$ cat src/sv/xml_text_escaper_unit_assert.svh
// assertion macros for the xml text escaper unit
// expects signals named clock and reset in the including module
`ifndef XML_TEXT_ESCAPER_UNIT_ASSERT_SVH
`define XML_TEXT_ESCAPER_UNIT_ASSERT_SVH

// condition must never hold
`define XTE_ASSERT_NEVER(label, cond, msg) \
   label: assert property (@(posedge clock) disable iff (reset) !(cond)) \
      else $error(msg);

// same-cycle implication
`define XTE_ASSERT_IMPLY(label, ante, cons, msg) \
   label: assert property (@(posedge clock) disable iff (reset) (ante) |-> (cons)) \
      else $error(msg);

// next-cycle implication
`define XTE_ASSERT_NEXT(label, ante, cons, msg) \
   label: assert property (@(posedge clock) disable iff (reset) (ante) |=> (cons)) \
      else $error(msg);

`endif

$ cat src/sv/xte_pkg.sv
// types, constants and byte functions of the xml text escaper
// no dependencies; imported by every module of the unit
package xte_pkg;

   typedef struct packed {
      logic [7:0] in_byte;
      logic       text_end;
   } req_item_type;

   typedef struct packed {
      logic [7:0] out_byte;
      logic       run_last;
      logic       text_done;
   } rsp_item_type;

   typedef enum logic [1:0] {
      JOB_RAW,
      JOB_NAMED,
      JOB_HEX
   } job_kind_type;

   // one output run: raw bytes, a named entity or a numeric reference
   typedef struct packed {
      job_kind_type    kind;
      logic [2:0]      count;
      logic [3:0][7:0] data;
      logic            text_end;
   } job_type;

   typedef struct packed {
      logic full;
      logic empty;
   } q_status_type;

   localparam logic [7:0] CH_AMP  = 8'h26;
   localparam logic [7:0] CH_LT   = 8'h3C;
   localparam logic [7:0] CH_GT   = 8'h3E;
   localparam logic [7:0] CH_APOS = 8'h27;
   localparam logic [7:0] CH_QUOT = 8'h22;
   localparam logic [7:0] CH_HASH = 8'h23;
   localparam logic [7:0] CH_X    = 8'h78;
   localparam logic [7:0] CH_SEMI = 8'h3B;

   // entity length, zero when the byte has no named entity
   function automatic logic [2:0] named_len(logic [7:0] ch);
      logic [2:0] len;
      case (ch)
         CH_AMP:  len = 3'd5;
         CH_LT:   len = 3'd4;
         CH_GT:   len = 3'd4;
         CH_APOS: len = 3'd6;
         CH_QUOT: len = 3'd6;
         default: len = 3'd0;
      endcase
      return len;
   endfunction

   function automatic logic [7:0] named_byte(logic [7:0] ch, logic [2:0] idx);
      logic [47:0] text;
      case (ch)
         CH_AMP:  text = {"&amp;", 8'h00};
         CH_LT:   text = {"&lt;", 16'h0000};
         CH_GT:   text = {"&gt;", 16'h0000};
         CH_APOS: text = "&apos;";
         default: text = "&quot;";
      endcase
      return text[8 * (5 - idx) +: 8];
   endfunction

   function automatic logic [7:0] hex_char(logic [3:0] nib);
      logic [7:0] ch;
      if (nib < 4'd10) begin
         ch = 8'h30 + {4'h0, nib};
      end else begin
         ch = 8'h57 + {4'h0, nib};
      end
      return ch;
   endfunction

   // &#x then one or two lowercase digits then ;
   function automatic logic [7:0] hex_ref_byte(logic [7:0] cp, logic [2:0] idx);
      logic       two;
      logic [7:0] ch;
      two = cp[7:4] != 4'h0;
      case (idx)
         3'd0:    ch = CH_AMP;
         3'd1:    ch = CH_HASH;
         3'd2:    ch = CH_X;
         3'd3:    ch = two ? hex_char(cp[7:4]) : hex_char(cp[3:0]);
         3'd4:    ch = two ? hex_char(cp[3:0]) : CH_SEMI;
         default: ch = CH_SEMI;
      endcase
      return ch;
   endfunction

   function automatic logic needs_numeric(logic [20:0] cp);
      return (cp >= 21'h01 && cp <= 21'h08) || (cp >= 21'h0B && cp <= 21'h0C) ||
             (cp >= 21'h0E && cp <= 21'h1F) || (cp >= 21'h7F && cp <= 21'h84) ||
             (cp >= 21'h86 && cp <= 21'h9F);
   endfunction

endpackage

$ cat src/sv/xte_front.sv
// front end: accepts input items, holds utf-8 lead bytes, classifies runs
// depends on xte_pkg; feeds xte_queue
module xte_front (
   input  logic                 clock,
   input  logic                 reset,
   input  logic                 req_valid,
   output logic                 req_stall,
   input  xte_pkg::req_item_type req_item,
   input  logic                 q_full,
   output logic                 push,
   output xte_pkg::job_type     job
);
   import xte_pkg::*;

   logic [7:0] held_ff [3];
   logic [7:0] held_in [3];
   logic [1:0] held_count_ff, held_count_in;
   logic [1:0] need_ff, need_in;

   logic            accept;
   logic [7:0]      b;
   logic            text_end;
   logic            cont;
   logic            hold_path;
   logic [1:0]      eff_count;
   logic [1:0]      lead_need;
   logic [3:0][7:0] buf_bytes;
   logic [2:0]      char_len;
   logic [20:0]     cp;
   logic [2:0]      nlen;
   job_type         char_job;
   job_type         raw_job;

   assign req_stall = q_full;
   assign accept    = req_valid && !q_full;
   assign b         = req_item.in_byte;
   assign text_end  = req_item.text_end;
   assign cont      = b[7:6] == 2'b10;
   assign hold_path = held_count_ff != 2'd0 && cont;
   assign eff_count = hold_path ? held_count_ff : 2'd0;
   assign char_len  = {1'b0, eff_count} + 3'd1;

   always_comb begin
      if (b >= 8'hC0 && b <= 8'hDF) begin
         lead_need = 2'd1;
      end else if (b >= 8'hE0 && b <= 8'hEF) begin
         lead_need = 2'd2;
      end else if (b >= 8'hF0 && b <= 8'hF7) begin
         lead_need = 2'd3;
      end else begin
         lead_need = 2'd0;
      end
   end

   always_comb begin
      buf_bytes[0] = (eff_count == 2'd0) ? b : held_ff[0];
      buf_bytes[1] = (eff_count == 2'd1) ? b : ((eff_count > 2'd1) ? held_ff[1] : 8'h00);
      buf_bytes[2] = (eff_count == 2'd2) ? b : ((eff_count > 2'd2) ? held_ff[2] : 8'h00);
      buf_bytes[3] = (eff_count == 2'd3) ? b : 8'h00;
   end

   always_comb begin
      case (char_len)
         3'd1:    cp = {13'h0, buf_bytes[0]};
         3'd2:    cp = {10'h0, buf_bytes[0][4:0], buf_bytes[1][5:0]};
         3'd3:    cp = {5'h0, buf_bytes[0][3:0], buf_bytes[1][5:0], buf_bytes[2][5:0]};
         default: cp = {buf_bytes[0][2:0], buf_bytes[1][5:0], buf_bytes[2][5:0],
                        buf_bytes[3][5:0]};
      endcase
   end

   assign nlen = named_len(b);

   always_comb begin
      raw_job.kind     = JOB_RAW;
      raw_job.count    = char_len;
      raw_job.data     = buf_bytes;
      raw_job.text_end = text_end;

      char_job = raw_job;
      if (char_len == 3'd1 && nlen != 3'd0) begin
         char_job.kind  = JOB_NAMED;
         char_job.count = nlen;
      end else if (needs_numeric(cp)) begin
         char_job.kind    = JOB_HEX;
         char_job.count   = (cp[7:4] != 4'h0) ? 3'd6 : 3'd5;
         char_job.data[0] = cp[7:0];
      end
   end

   always_comb begin
      held_in       = held_ff;
      held_count_in = held_count_ff;
      need_in       = need_ff;
      push          = 1'b0;
      job           = raw_job;
      if (accept) begin
         if (hold_path) begin
            if (need_ff <= 2'd1) begin
               push          = 1'b1;
               job           = char_job;
               held_count_in = 2'd0;
               need_in       = 2'd0;
            end else if (text_end) begin
               push          = 1'b1;
               held_count_in = 2'd0;
               need_in       = 2'd0;
            end else begin
               held_in[held_count_ff] = b;
               held_count_in          = held_count_ff + 2'd1;
               need_in                = need_ff - 2'd1;
            end
         end else begin
            held_count_in = 2'd0;
            need_in       = 2'd0;
            if (lead_need == 2'd0) begin
               push = 1'b1;
               if (!(cont || b >= 8'hF8)) begin
                  job = char_job;
               end
            end else if (text_end) begin
               push = 1'b1;
            end else begin
               held_in[0]    = b;
               held_count_in = 2'd1;
               need_in       = lead_need;
            end
         end
         if (text_end) begin
            held_count_in = 2'd0;
            need_in       = 2'd0;
         end
      end
   end

   always_ff @(posedge clock) begin
      held_ff <= held_in;
      if (reset) begin
         held_count_ff <= 2'd0;
         need_ff       <= 2'd0;
      end else begin
         held_count_ff <= held_count_in;
         need_ff       <= need_in;
      end
   end

endmodule

$ cat src/sv/xte_queue.sv
// short job queue between front and back end
// depends on xte_pkg
module xte_queue #(
   parameter int DEPTH = 4
) (
   input  logic                 clock,
   input  logic                 reset,
   input  logic                 push,
   input  xte_pkg::job_type     push_job,
   input  logic                 pop,
   output xte_pkg::job_type     head_job,
   output xte_pkg::q_status_type status
);
   import xte_pkg::*;

   localparam int PTR_W = (DEPTH > 1) ? $clog2(DEPTH) : 1;
   localparam int CNT_W = $clog2(DEPTH + 1);
   localparam logic [PTR_W-1:0] LAST_PTR   = PTR_W'(DEPTH - 1);
   localparam logic [CNT_W-1:0] FULL_COUNT = CNT_W'(DEPTH);

   job_type          entry_ff [DEPTH];
   logic [PTR_W-1:0] wr_ptr_ff, wr_ptr_in;
   logic [PTR_W-1:0] rd_ptr_ff, rd_ptr_in;
   logic [CNT_W-1:0] count_ff, count_in;

   assign head_job     = entry_ff[rd_ptr_ff];
   assign status.full  = count_ff == FULL_COUNT;
   assign status.empty = count_ff == '0;

   always_comb begin
      wr_ptr_in = wr_ptr_ff;
      rd_ptr_in = rd_ptr_ff;
      count_in  = count_ff;
      if (push) begin
         wr_ptr_in = (wr_ptr_ff == LAST_PTR) ? '0 : wr_ptr_ff + 1'b1;
      end
      if (pop) begin
         rd_ptr_in = (rd_ptr_ff == LAST_PTR) ? '0 : rd_ptr_ff + 1'b1;
      end
      if (push && !pop) begin
         count_in = count_ff + 1'b1;
      end else if (pop && !push) begin
         count_in = count_ff - 1'b1;
      end
   end

   always_ff @(posedge clock) begin
      if (push) begin
         entry_ff[wr_ptr_ff] <= push_job;
      end
   end

   always_ff @(posedge clock) begin
      if (reset) begin
         wr_ptr_ff <= '0;
         rd_ptr_ff <= '0;
         count_ff  <= '0;
      end else begin
         wr_ptr_ff <= wr_ptr_in;
         rd_ptr_ff <= rd_ptr_in;
         count_ff  <= count_in;
      end
   end

endmodule

$ cat src/sv/xte_back.sv
// back end: walks the head job byte by byte into the output register
// depends on xte_pkg; drains xte_queue
module xte_back (
   input  logic                 clock,
   input  logic                 reset,
   input  xte_pkg::job_type     head_job,
   input  logic                 q_empty,
   output logic                 pop,
   output logic                 rsp_valid,
   input  logic                 rsp_stall,
   output xte_pkg::rsp_item_type rsp_item
);
   import xte_pkg::*;

   logic         rsp_valid_ff, rsp_valid_in;
   rsp_item_type rsp_item_ff, rsp_item_in;
   logic [2:0]   idx_ff, idx_in;

   logic       load_ok;
   logic       emit;
   logic       last;
   logic [7:0] byte_sel;

   assign load_ok   = !rsp_valid_ff || !rsp_stall;
   assign emit      = !q_empty && load_ok;
   assign last      = idx_ff == (head_job.count - 3'd1);
   assign pop       = emit && last;
   assign rsp_valid = rsp_valid_ff;
   assign rsp_item  = rsp_item_ff;

   always_comb begin
      unique case (head_job.kind)
         JOB_RAW:   byte_sel = head_job.data[idx_ff[1:0]];
         JOB_NAMED: byte_sel = named_byte(head_job.data[0], idx_ff);
         JOB_HEX:   byte_sel = hex_ref_byte(head_job.data[0], idx_ff);
         default:   byte_sel = head_job.data[idx_ff[1:0]];
      endcase
   end

   always_comb begin
      rsp_valid_in = rsp_valid_ff;
      rsp_item_in  = rsp_item_ff;
      idx_in       = idx_ff;
      if (emit) begin
         rsp_valid_in          = 1'b1;
         rsp_item_in.out_byte  = byte_sel;
         rsp_item_in.run_last  = last;
         rsp_item_in.text_done = last && head_job.text_end;
         idx_in                = last ? 3'd0 : idx_ff + 3'd1;
      end else if (!rsp_stall) begin
         rsp_valid_in = 1'b0;
      end
   end

   always_ff @(posedge clock) begin
      rsp_item_ff <= rsp_item_in;
      if (reset) begin
         rsp_valid_ff <= 1'b0;
         idx_ff       <= 3'd0;
      end else begin
         rsp_valid_ff <= rsp_valid_in;
         idx_ff       <= idx_in;
      end
   end

endmodule

$ cat src/sv/xml_text_escaper_unit.sv
// top level of the xml text escaper: front end, job queue, back end
// depends on xte_pkg, xte_front, xte_queue, xte_back and the assert header
//
//   channel  dir  handshake            payload
//   req      in   req_valid/req_stall  xte_pkg::req_item_type
//   rsp      out  rsp_valid/rsp_stall  xte_pkg::rsp_item_type
//
// an item that yields one byte or none passes at one per cycle unless stalled
// an escape yields 4 to 6 bytes, sent by the back end sequencer one per cycle unless stalled
// the queue of QUEUE_DEPTH jobs absorbs bursts; req_stall rises when it is full
// reset clears held lead bytes, the queue and the output valid flag at once
// rsp_stall holds the output register and backs up through the queue
module xml_text_escaper_unit #(
   parameter int QUEUE_DEPTH = 4
) (
   input  logic                  clock,
   input  logic                  reset,
   input  logic                  req_valid,
   output logic                  req_stall,
   input  xte_pkg::req_item_type req_item,
   output logic                  rsp_valid,
   input  logic                  rsp_stall,
   output xte_pkg::rsp_item_type rsp_item
);
   import xte_pkg::*;

   logic         push;
   logic         pop;
   job_type      push_job;
   job_type      head_job;
   q_status_type q_status;

   xte_front u_front (
      .clock     (clock),
      .reset     (reset),
      .req_valid (req_valid),
      .req_stall (req_stall),
      .req_item  (req_item),
      .q_full    (q_status.full),
      .push      (push),
      .job       (push_job)
   );

   xte_queue #(
      .DEPTH (QUEUE_DEPTH)
   ) u_queue (
      .clock    (clock),
      .reset    (reset),
      .push     (push),
      .push_job (push_job),
      .pop      (pop),
      .head_job (head_job),
      .status   (q_status)
   );

   xte_back u_back (
      .clock     (clock),
      .reset     (reset),
      .head_job  (head_job),
      .q_empty   (q_status.empty),
      .pop       (pop),
      .rsp_valid (rsp_valid),
      .rsp_stall (rsp_stall),
      .rsp_item  (rsp_item)
   );

`include "xml_text_escaper_unit_assert.svh"

   `XTE_ASSERT_NEVER(a_no_push_full, push && q_status.full, "job pushed into full queue")
   `XTE_ASSERT_NEXT(a_no_spurious_rsp, q_status.empty && !rsp_valid, !rsp_valid, "item without job")
   `XTE_ASSERT_IMPLY(a_done_is_last, rsp_valid && rsp_item.text_done, rsp_item.run_last, "done not last")

endmodule
$ cat config.mk
export PLATFORM = sky130hd
export DESIGN_NAME = xml_text_escaper_unit
export DESIGN_NICKNAME = d
export VERILOG_FILES = /design/src/sv/xte_pkg.sv /design/src/sv/xte_front.sv /design/src/sv/xte_queue.sv /design/src/sv/xte_back.sv /design/src/sv/xml_text_escaper_unit.sv
export VERILOG_INCLUDE_DIRS = /design/src /design/src/sv
export SDC_FILE = /design/constraint.sdc
export NUM_CORES = 1
export LEC_CHECK = 0
export BUFFER_PORTS_ARGS = -buffer_cell sky130_fd_sc_hd__buf_2
export CORE_UTILIZATION = 29
export CTS_BUF_LIST = sky130_fd_sc_hd__clkbuf_16
export CTS_CLUSTER_DIAMETER = 60
export DETAILED_ROUTE_END_ITERATION = 7
export HOLD_SLACK_MARGIN = 0.05
export PLACE_DENSITY_LB_ADDON = 0.2
export SKIP_CTS_REPAIR_TIMING = 1
export SLEW_MARGIN = 20
export SYNTH_ARGS = -nofsm -noshare
export SYNTH_HDL_FRONTEND = slang
export SYNTH_HIERARCHICAL = 1
export SYNTH_SLANG_ARGS = --single-unit
export TNS_END_PERCENT = 50
$ cat constraint.sdc
create_clock -name clock -period 8 [get_ports clock]
set_input_delay 1.6 -clock clock [delete_from_list [all_inputs] [get_ports clock]]
set_output_delay 1.6 -clock clock [all_outputs]
set_load 0.02 [all_outputs]
---- After elaboration in Yosys (flattened, before gate mapping) ----
Memory sizes are Yosys's and may differ from the RTL's. A register that Yosys moved wholly into a read port is not among the register bits.
Cells that the tools add are included.
cells by class
  muxes and demuxes ....................... 64
  $lt $le $gt $ge ......................... 25
  shift-type cells ........................ 1
  bitwise gates (word level) .............. 3
  $add $sub $neg .......................... 14
  eq/ne operators ......................... 29
  reductions and logical operators ........ 42
operators with widths
  cell                 number
  $mux 38              5
  $pmux 37 s4          1
  $mux 8               17
  $eq 8x6->1 const B   9
  $pmux 21 s3          1
  $mux 24              2
  $mux 48              1
  $shiftx 48x33->8     1
  $ge 21x4->1 const B  2
  $le 21x4->1 const B  2
  $le 21x8->1 const B  2
  $pmux 8 s5           1
  $ge 8x8->1 const B   4
  $mux 2               16
  $bwmux 24            1
  $le 8x8->1 const B   3
  $ge 21x1->1 const B  1
  $ge 21x7->1 const B  1
  $ge 21x8->1 const B  1
  $le 21x5->1 const B  1
  $logic_and 1x1->1    17
  $add 7x4->8 const A  2
  $bmux 8 s2           1
  $demux 8 s2          1
  38 further kinds     85
word-level totals
  memories ................................ 1
  register bits ........................... 49
  memory bits (writable) .................. 152
  output and inout bits ................... 12
  input bits .............................. 13
  word-level logic and storage cells ...... 192
memory list
  name              depth  bits a word  read ports  clocked after Yosys merged registers in  wr ports  RTL line         RTL
  u_queue.entry_ff  4      38           1           1                                        1         xte_queue.sv:21  job_type entry_ff [DEPTH];

---- Longest topological paths before layout ----
Gate-level depths: netlist (run 1).
  depth after elaboration ................. 19
  mapped depth ............................ 19
  depth with buffers taken out ............ 15

---- Cells and area by module ----
The synthesis (run 1) kept the hierarchy.
by module, submodules not included
  module     area an instance (µm²)  seq. area each (µm²)  instances  cells each
  xte_queue  5938.2                  4744.6                1          242
  xte_front  2598.7                  800.8                 1          305
  xte_back   1813.0                  380.4                 1          218

---- Worst setup path after synthesis (run 1) ----
Ideal clock, no wire load.
  path type ............................... input-to-reg
  start point ............................. input port req_item[8] in the netlist's numbering
  end point ............................... memory u_queue/entry_ff[0][1] in the netlist's numbering, data pin
  setup slack ............................. 2.727 ns
  arrival time ............................ 5.011 ns
  path buffers ............................ 3
  cell stages on the path ................. 16
  library setup time ...................... 0.263 ns
  cells stage by stage .................... clkbuf_1 -> nor3b_1 -> clkbuf_1 -> nand2_1 -> inv_1 -> ha_1 -> buf_6 -> nor3_2 -> or4_1 -> o211ai_2 -> o211ai_1 -> a221oi_1 -> nand3b_4 -> a21bo_4 -> mux2_4 -> a21o_1
RTL lines
  element             RTL line                     RTL
  start: declaration  xml_text_escaper_unit.sv:20  input xte_pkg::req_item_type req_item,
  end: declaration    xte_queue.sv:21

==> impl_metrics.yaml, run 1 <==
status:
  status: "complete, no violations"
worst_hold_path:
  hp-start: "u_back/rsp_valid"
  hp-class: "flop to flop"
  hold_depth: 2
  holdPathEnd: "u_back/rsp_valid"
synth:
  yosys_warnings: 6
  synth_area_sq_um: 10300
  synth-edff-count: 186
  ys_seq_area_share_pct: 57.3
  syn_inst: 765
  ys_seq_elements: 203
  synthArstFlopShare_pct: 0
  ys_types: 89
  synthFlopType: "edfxtp_1"
  synth_nets: 810
  avgSynthCellArea_sq_um: 13.5
clock_network:
  clock-sinks: 203
  cts_buffers: 24
  clk_latency_ns: 0.52
  cts_tree: "done"
  htree_num_levels: 1
  clk_pin_slew_worst_paths_ns: 0.05
  ctsRootBufferMaster: "clkbuf_16"
  clk_path_buf_depth: 3
critical_path:
  r2r_end: "u_queue/entry_ff[2][1]"
  timing.rr.start: "u_front/held_count_ff[0]"
  required_ns: 8.25
  max_stage_delay_ns: 0.66
  ff2ff_path_depth: 15
  cp-start-kind: "primary input"
  rrSetupSlack_ns: 3.28
  path_class: "primary input to flop"
  critPathArrivalTime_ns: 5.62
  crit_chain: "buf_2, nor3b_1, nand2_1, inv_1, ha_1, nand2_1, o21ai_0, a22o_1, o211ai_1, a221oi_1, nand3b_4, a21bo_4, mux2_4, a21o_1"
  path_common_cell: "nand2_1"
  crit_slowest_cell: "ha_1"
  crit_path_end_kind: "flop"
  path_max_fanout: 22
grt:
  grt_pass1_vias: 6414
  antenna_found_initial: 0
  grt_max_degree: 39
  busiest_layer: "met2"
  grt_use_total_pct: 14.2
  gr-total-overflow: 0
  met2_usage_pct: 22.1
  grt_use_met3_pct: 2.15
  grt_use_met1_pct: 20.2
  grt_pass1_wl_microns: 39100
routing:
  drc: 0
  via_per_inst: 5.19
  wl_per_cell_microns: 20.3
  drt-initial-drc-count: 573
  vias: 6495
  wirelength_microns: 25400
  dr.pass1.iters: 5
  antenna_left: 0
power:
  ir_worst_vdd_mv: 0.232
  p_per_area_nw_per_um2: 286
  p_leak_nw: 3.88
  power_w: 0.00332
floorplan:
  die_x_microns: 191
  start_util_pct: 29.7
  pin_count: 25
  fp.dieArea_sq_um: 36400
  die_y_microns: 191
  core_sq_um: 34800
  rows: 68
sta:
  skew_ns: 0.0198
  slew_headroom_pct: 30.4
  grt_setup_unrepaired: "false"
  fmax_ghz: 0.186
  worst_slew_pin_slew_ns: 1.04
  setup_viol: 0
  finalCritPeriodShare_pct: 67.1
  post-route-min-period_ns: 5.37
  worst_slack_ns: 2.63
  tns_ns: 0
  slew_viol_final: 0
  finalHoldViolations: 0
final_layout:
  fill_cells: 3384
  utilization_pct: 33.4
  final_cell_mix: "edfxtp_1, nand2_1, mux4_2"
  fin_cells: 1252
  final_common_cell: "edfxtp_1"
  final_nets: 824
  syn_to_final_growth_pct: 12.2
  antennaDiodeCount: 0
  drive_above_1_share_pct: 17.4
flow_run:
  drv_cap: 0
placed_design:
  globalplace.congestion: 0.904
  pre_cts_ws_ns: 2.16
  placed_cells: 1208
  port_buffers: 24
  dp_hpwl_microns: 16800
## worst max-delay path by stage
stage | slack, ns | cells past startpoint | endpoint | startpoint
finish | 2.63 | 14 | u_queue/entry_ff[2][1] | req_item[8]
global route | 2.27 | 13 | u_queue/entry_ff[2][1] | req_item[8]
CTS | 2.70 | 14 | u_queue/entry_ff[2][1] | req_item[8]
detailed placement | 2.16 | 14 | u_queue/entry_ff[3][1] | req_item[8]
global placement | 2.29 | 14 | u_queue/entry_ff[0][1] | req_item[8]
floorplan | 2.73 | 16 | u_queue/entry_ff[0][1] | req_item[8]
## where the power goes
| part | internal [W] | total [W] | switching [W] |
|---|---|---|---|
| sequential | 0.00130 | 0.00134 | 0.0000413 |
| combinational | 0.000377 | 0.000949 | 0.000573 |
| clock | 0.000614 | 0.00103 | 0.000419 |
## metal layers
layer,vias up,routed length (microns)
li1,3015,-
met1,3237,12100
met2,197,11500
met3,46,1160
met4,0,699
met5,-,0
## layout make-up
type / count / area (sq um) / area share (%)
Sequential cell: 203 / 5930 / 51.1
Clock inverter: 20 / 160 / 1.38
Tap cell: 455 / 569 / 4.90
Inverter: 30 / 113 / 0.970
Clock buffer: 24 / 601 / 5.17
Timing Repair Buffer: 33 / 188 / 1.62
Multi-Input combinational cell: 487 / 4050 / 34.9
## critical path, delay by kind of cell
family / cells / cell delay, ns
buffers and inverters: 2 / 0.43
adder cells (fa/ha/maj): 1 / 0.66
AO/OA/AOI/OAI: 6 / 1.79
AND/OR/NAND/NOR: 4 / 0.80
multiplexers: 1 / 0.33
## synth_stat cells (6+ instances only)
cell type	instances	area [sq um]
a22o_1	10	87.6
nand2b_1	10	62.6
nand3b_1	6	45.0
o21ai_0	38	190
nor2_1	41	154
nor3b_1	7	52.6
mux2i_1	13	130
clkbuf_1	22	82.6
a21o_1	6	45.0
edfxtp_1	186	5590
inv_1	28	105
and2_1	23	144
nor3_1	13	65.1
mux4_2	45	1010
nor2b_1	17	106
a31oi_1	7	43.8
a21oi_1	31	155
dfxtp_1	17	340
ha_1	31	388
nand3_1	10	50.1
buf_2	10	50.1
nand2_1	50	188
## through the flow
stage | cell area, sq um | hold WS, ns
CTS | 11600 | 0.491
global placement | 10900 | 0.474
floorplan | 10300 | 0.451
global route | 11600 | 0.518
finish | 11600 | 0.486
detailed placement | 10900 | 0.484
## registers in the layout (all words and copies together), names as in the netlist, named ones only
name                   cells
u_queue/entry_ff         152
u_back/rsp_item           10
u_queue/rd_ptr_ff          2
u_back/rsp_valid           1
u_queue/wr_ptr_ff          2
u_front/need_ff            2
u_front/held_count_ff      2
u_back/idx_ff              3
u_queue/count_ff           3
u_front/held_ff           24
## kinds of logic (layout without fill, tap and decap cells)
group / Yosys count / count (layout) / synth area share [%]
adder cells (fa/ha/maj): 32 / 32 / 3.94
AO/OA/AOI/OAI: 166 / 166 / 11.1
multiplexers: 60 / 60 / 11.4
buffers and inverters: 75 / 107 / 3.70
XOR/XNOR: 7 / 7 / 0.592
AND/OR/NAND/NOR: 222 / 222 / 11.9
flip-flops: 203 / 203 / 57.3
(Power assumes the default switching activity.)
==> run 2: changes to the inputs <==
==> constraint.sdc (replaced) <==
create_clock -name clock -period 4.65 [get_ports clock]
set_input_delay 0.93 -clock clock [delete_from_list [all_inputs] [get_ports clock]]
set_output_delay 0.93 -clock clock [all_outputs]
set_load 0.02 [all_outputs]
==> run 2 against run 1 <==
Critical endpoint is now u_queue/entry_ff[1][4]. Die area did not move. Register-to-register slack lost 2.9 ns. Final area increased by 2.0%. First-iteration DRC count fell by 15%. Wire length up 0.88%. Sequential cell count unchanged. Cell count grew 2.3%. Sequential share of layout area fell by 0.99 points. Worst setup slack got worse by 2.3 ns. Non-clock buffer count up 29. Sequential power grew 72%. Global-route usage rose by 0.31 points.
==> impl_metrics.yaml, run 2 (same netlist as run 1, synthesis figures left out) <==
status:
  status: "complete, no violations"
sta:
  finalHoldViolations: 0
  fmax_ghz: 0.232
  finalCritPeriodShare_pct: 92.7
  worst_slew_pin_slew_ns: 0.826
  slew_viol_final: 0
  tns_ns: 0
  grt_setup_unrepaired: "false"
  slew_headroom_pct: 44.4
  skew_ns: 0.0214
  setup_viol: 0
  post-route-min-period_ns: 4.31
critical_path:
  r2r_end: "u_queue/entry_ff[1][4]"
  crit_path_end_kind: "flop"
  max_stage_delay_ns: 0.53
  required_ns: 4.91
  path_max_fanout: 17
  cp-start-kind: "flop"
  rrSetupSlack_ns: 0.34
  timing.rr.start: "u_front/held_count_ff[0]"
  path_class: "flop to flop"
  critPathLaunch: "u_front/held_count_ff[0]"
  ff2ff_path_depth: 16
  cp-endpoint: "u_queue/entry_ff[1][4]"
  critPathArrivalTime_ns: 4.57
  crit_slowest_cell: "or4_1"
  crit_chain: "inv_1, ha_1, nor3b_1, nand2_1, inv_1, ha_1, buf_4, nor3_2, or4_1, o211ai_2, o211ai_1, a221oi_1, nand3b_4, a21bo_4, mux2_4, a21o_1"
grt:
  antenna_found_initial: 1
  gr-total-overflow: 0
  grt_pass1_wl_microns: 40000
  grt_max_degree: 39
  grt_use_total_pct: 14.5
  grt_pass1_vias: 6538
final_layout:
  syn_to_final_growth_pct: 14.4
  largest_reg_flops: 152
  drive_above_1_share_pct: 20.2
  final_common_cell: "edfxtp_1"
  antennaDiodeCount: 0
  final_nets: 853
  largest-register: "u_queue/entry_ff"
  final_cell_mix: "edfxtp_1, nand2_1, mux4_2"
power:
  p_comb_share_pct: 28.8
  p_sw_share_pct: 31.6
  switchingPower_w: 0.00180
  power_w: 0.00569
  internal-power_w: 0.00390
  p_per_area_nw_per_um2: 481
  p_seq_share_pct: 40.5
  ir_worst_vdd_mv: 0.261
  p_leak_nw: 4.02
  power.share.clock_pct: 30.7
clock_network:
  clk_latency_ns: 0.54
  clock-sinks: 203
  cts_buffers: 24
  clk_path_buf_depth: 3
  ctsRootBufferMaster: "clkbuf_16"
  htree_num_levels: 1
  cts_tree: "done"
  clk_pin_slew_worst_paths_ns: 0.06
worst_hold_path:
  hp-class: "flop to flop"
placed_design:
  port_buffers: 24
  dp_hpwl_microns: 17900
  globalplace.congestion: 0.862
routing:
  dr.pass1.iters: 5
  via_per_inst: 5.11
  wirelength_microns: 25600
  wl_per_cell_microns: 20.0
  antenna_left: 0
  drc: 0
  vias: 6543
  drt-initial-drc-count: 485
floorplan:
  pin_count: 25
  die_y_microns: 191
  start_util_pct: 29.7
  fp.dieArea_sq_um: 36400
  die_x_microns: 191
  rows: 68
  core_sq_um: 34800
flow_run:
  drv_cap: 0
## run 2: cell count changes in the layout (fill, tap and decap cells not counted)
cell,delta
inv_1,+3
inv_8,-1
clkinv_1,-2
clkinv_8,+1
clkinv_4,+1
a2111oi_2,-1
buf_4,+28
bufinv_16,-1
a2111oi_4,+1
buf_12,+1
clkinvlp_4,+2
clkinv_2,-3
## run 2: layout make-up
| cell class | count | area (sq um) |
|---|---|---|
| fill | 3400 | 23000 |
| sequential | 203 | 5930 |
| multi-input combinational | 487 | 4070 |
| clock buffer | 24 | 601 |
| tap | 455 | 569 |
| timing repair buffer | 62 | 418 |
| clock inverter | 20 | 148 |
| inverter | 30 | 113 |
## run 2: worst min path at each step
stage	startpoint	end	cells after the start	slack [ns]
5_1_grt	u_back/rsp_valid	u_back/rsp_valid	2	0.52
4_1_cts	u_back/rsp_valid	u_back/rsp_valid	2	0.49
3_3_place_gp	u_back/rsp_valid	u_back/rsp_valid	2	0.48
6_report	u_back/rsp_valid	u_back/rsp_valid	2	0.48
2_1_floorplan	u_front/held_count_ff[1]	u_front/held_count_ff[1]	2	0.45
3_5_place_dp	u_back/rsp_valid	u_back/rsp_valid	2	0.48
## run 2: critical path: cells and delay by family, from the launching register on
family          cells  cell delay [ns]
flops               1             0.39
mux                 1             0.33
simple gates        5             1.27
compound gates      5             0.98
buf+inv             3             0.50
fa+ha+maj           2             0.55
## run 2: stage by stage
| stage | hold slack, ns | utilization, % | setup WS, ns | std cells | area (sq um) |
|---|---|---|---|---|---|
| detailed placement | 0.479 | 31.9 | 0.0593 | 1237 | 11100 |
| floorplan | 0.451 | - | 0.0468 | 765 | 10300 |
| global placement | 0.475 | 31.8 | 0.132 | 1237 | 11100 |
| global route | 0.521 | 34.0 | 0.00736 | 1281 | 11800 |
| CTS | 0.488 | 34.0 | 0.406 | 1281 | 11800 |
| finish | 0.483 | 34.0 | 0.341 | 1281 | 11800 |
## run 2: metal layers
| layer | up-vias | share of wire, % | track usage (%) |
|---|---|---|---|
| li1 | 3068 | - | - |
| met1 | 3261 | 48 | 20.6 |
| met2 | 162 | 45 | 22.5 |
| met3 | 52 | 4.2 | 2.37 |
| met4 | 0 | 2.9 | 4.52 |
| met5 | - | 0 | 0 |
## run 2: power by group through the flow
| stage | logic, W | clock network [W] | registers [W] |
|---|---|---|---|
| 2_1_floorplan | 0.00116 | 0 | 0.00239 |
| 4_1_cts | 0.00167 | 0.00181 | 0.00231 |
| 3_3_place_gp | 0.00166 | 0 | 0.00234 |
| 3_5_place_dp | 0.00166 | 0 | 0.00235 |
| 5_1_grt | 0.00181 | 0.00187 | 0.00233 |
| 6_report | 0.00164 | 0.00175 | 0.00230 |
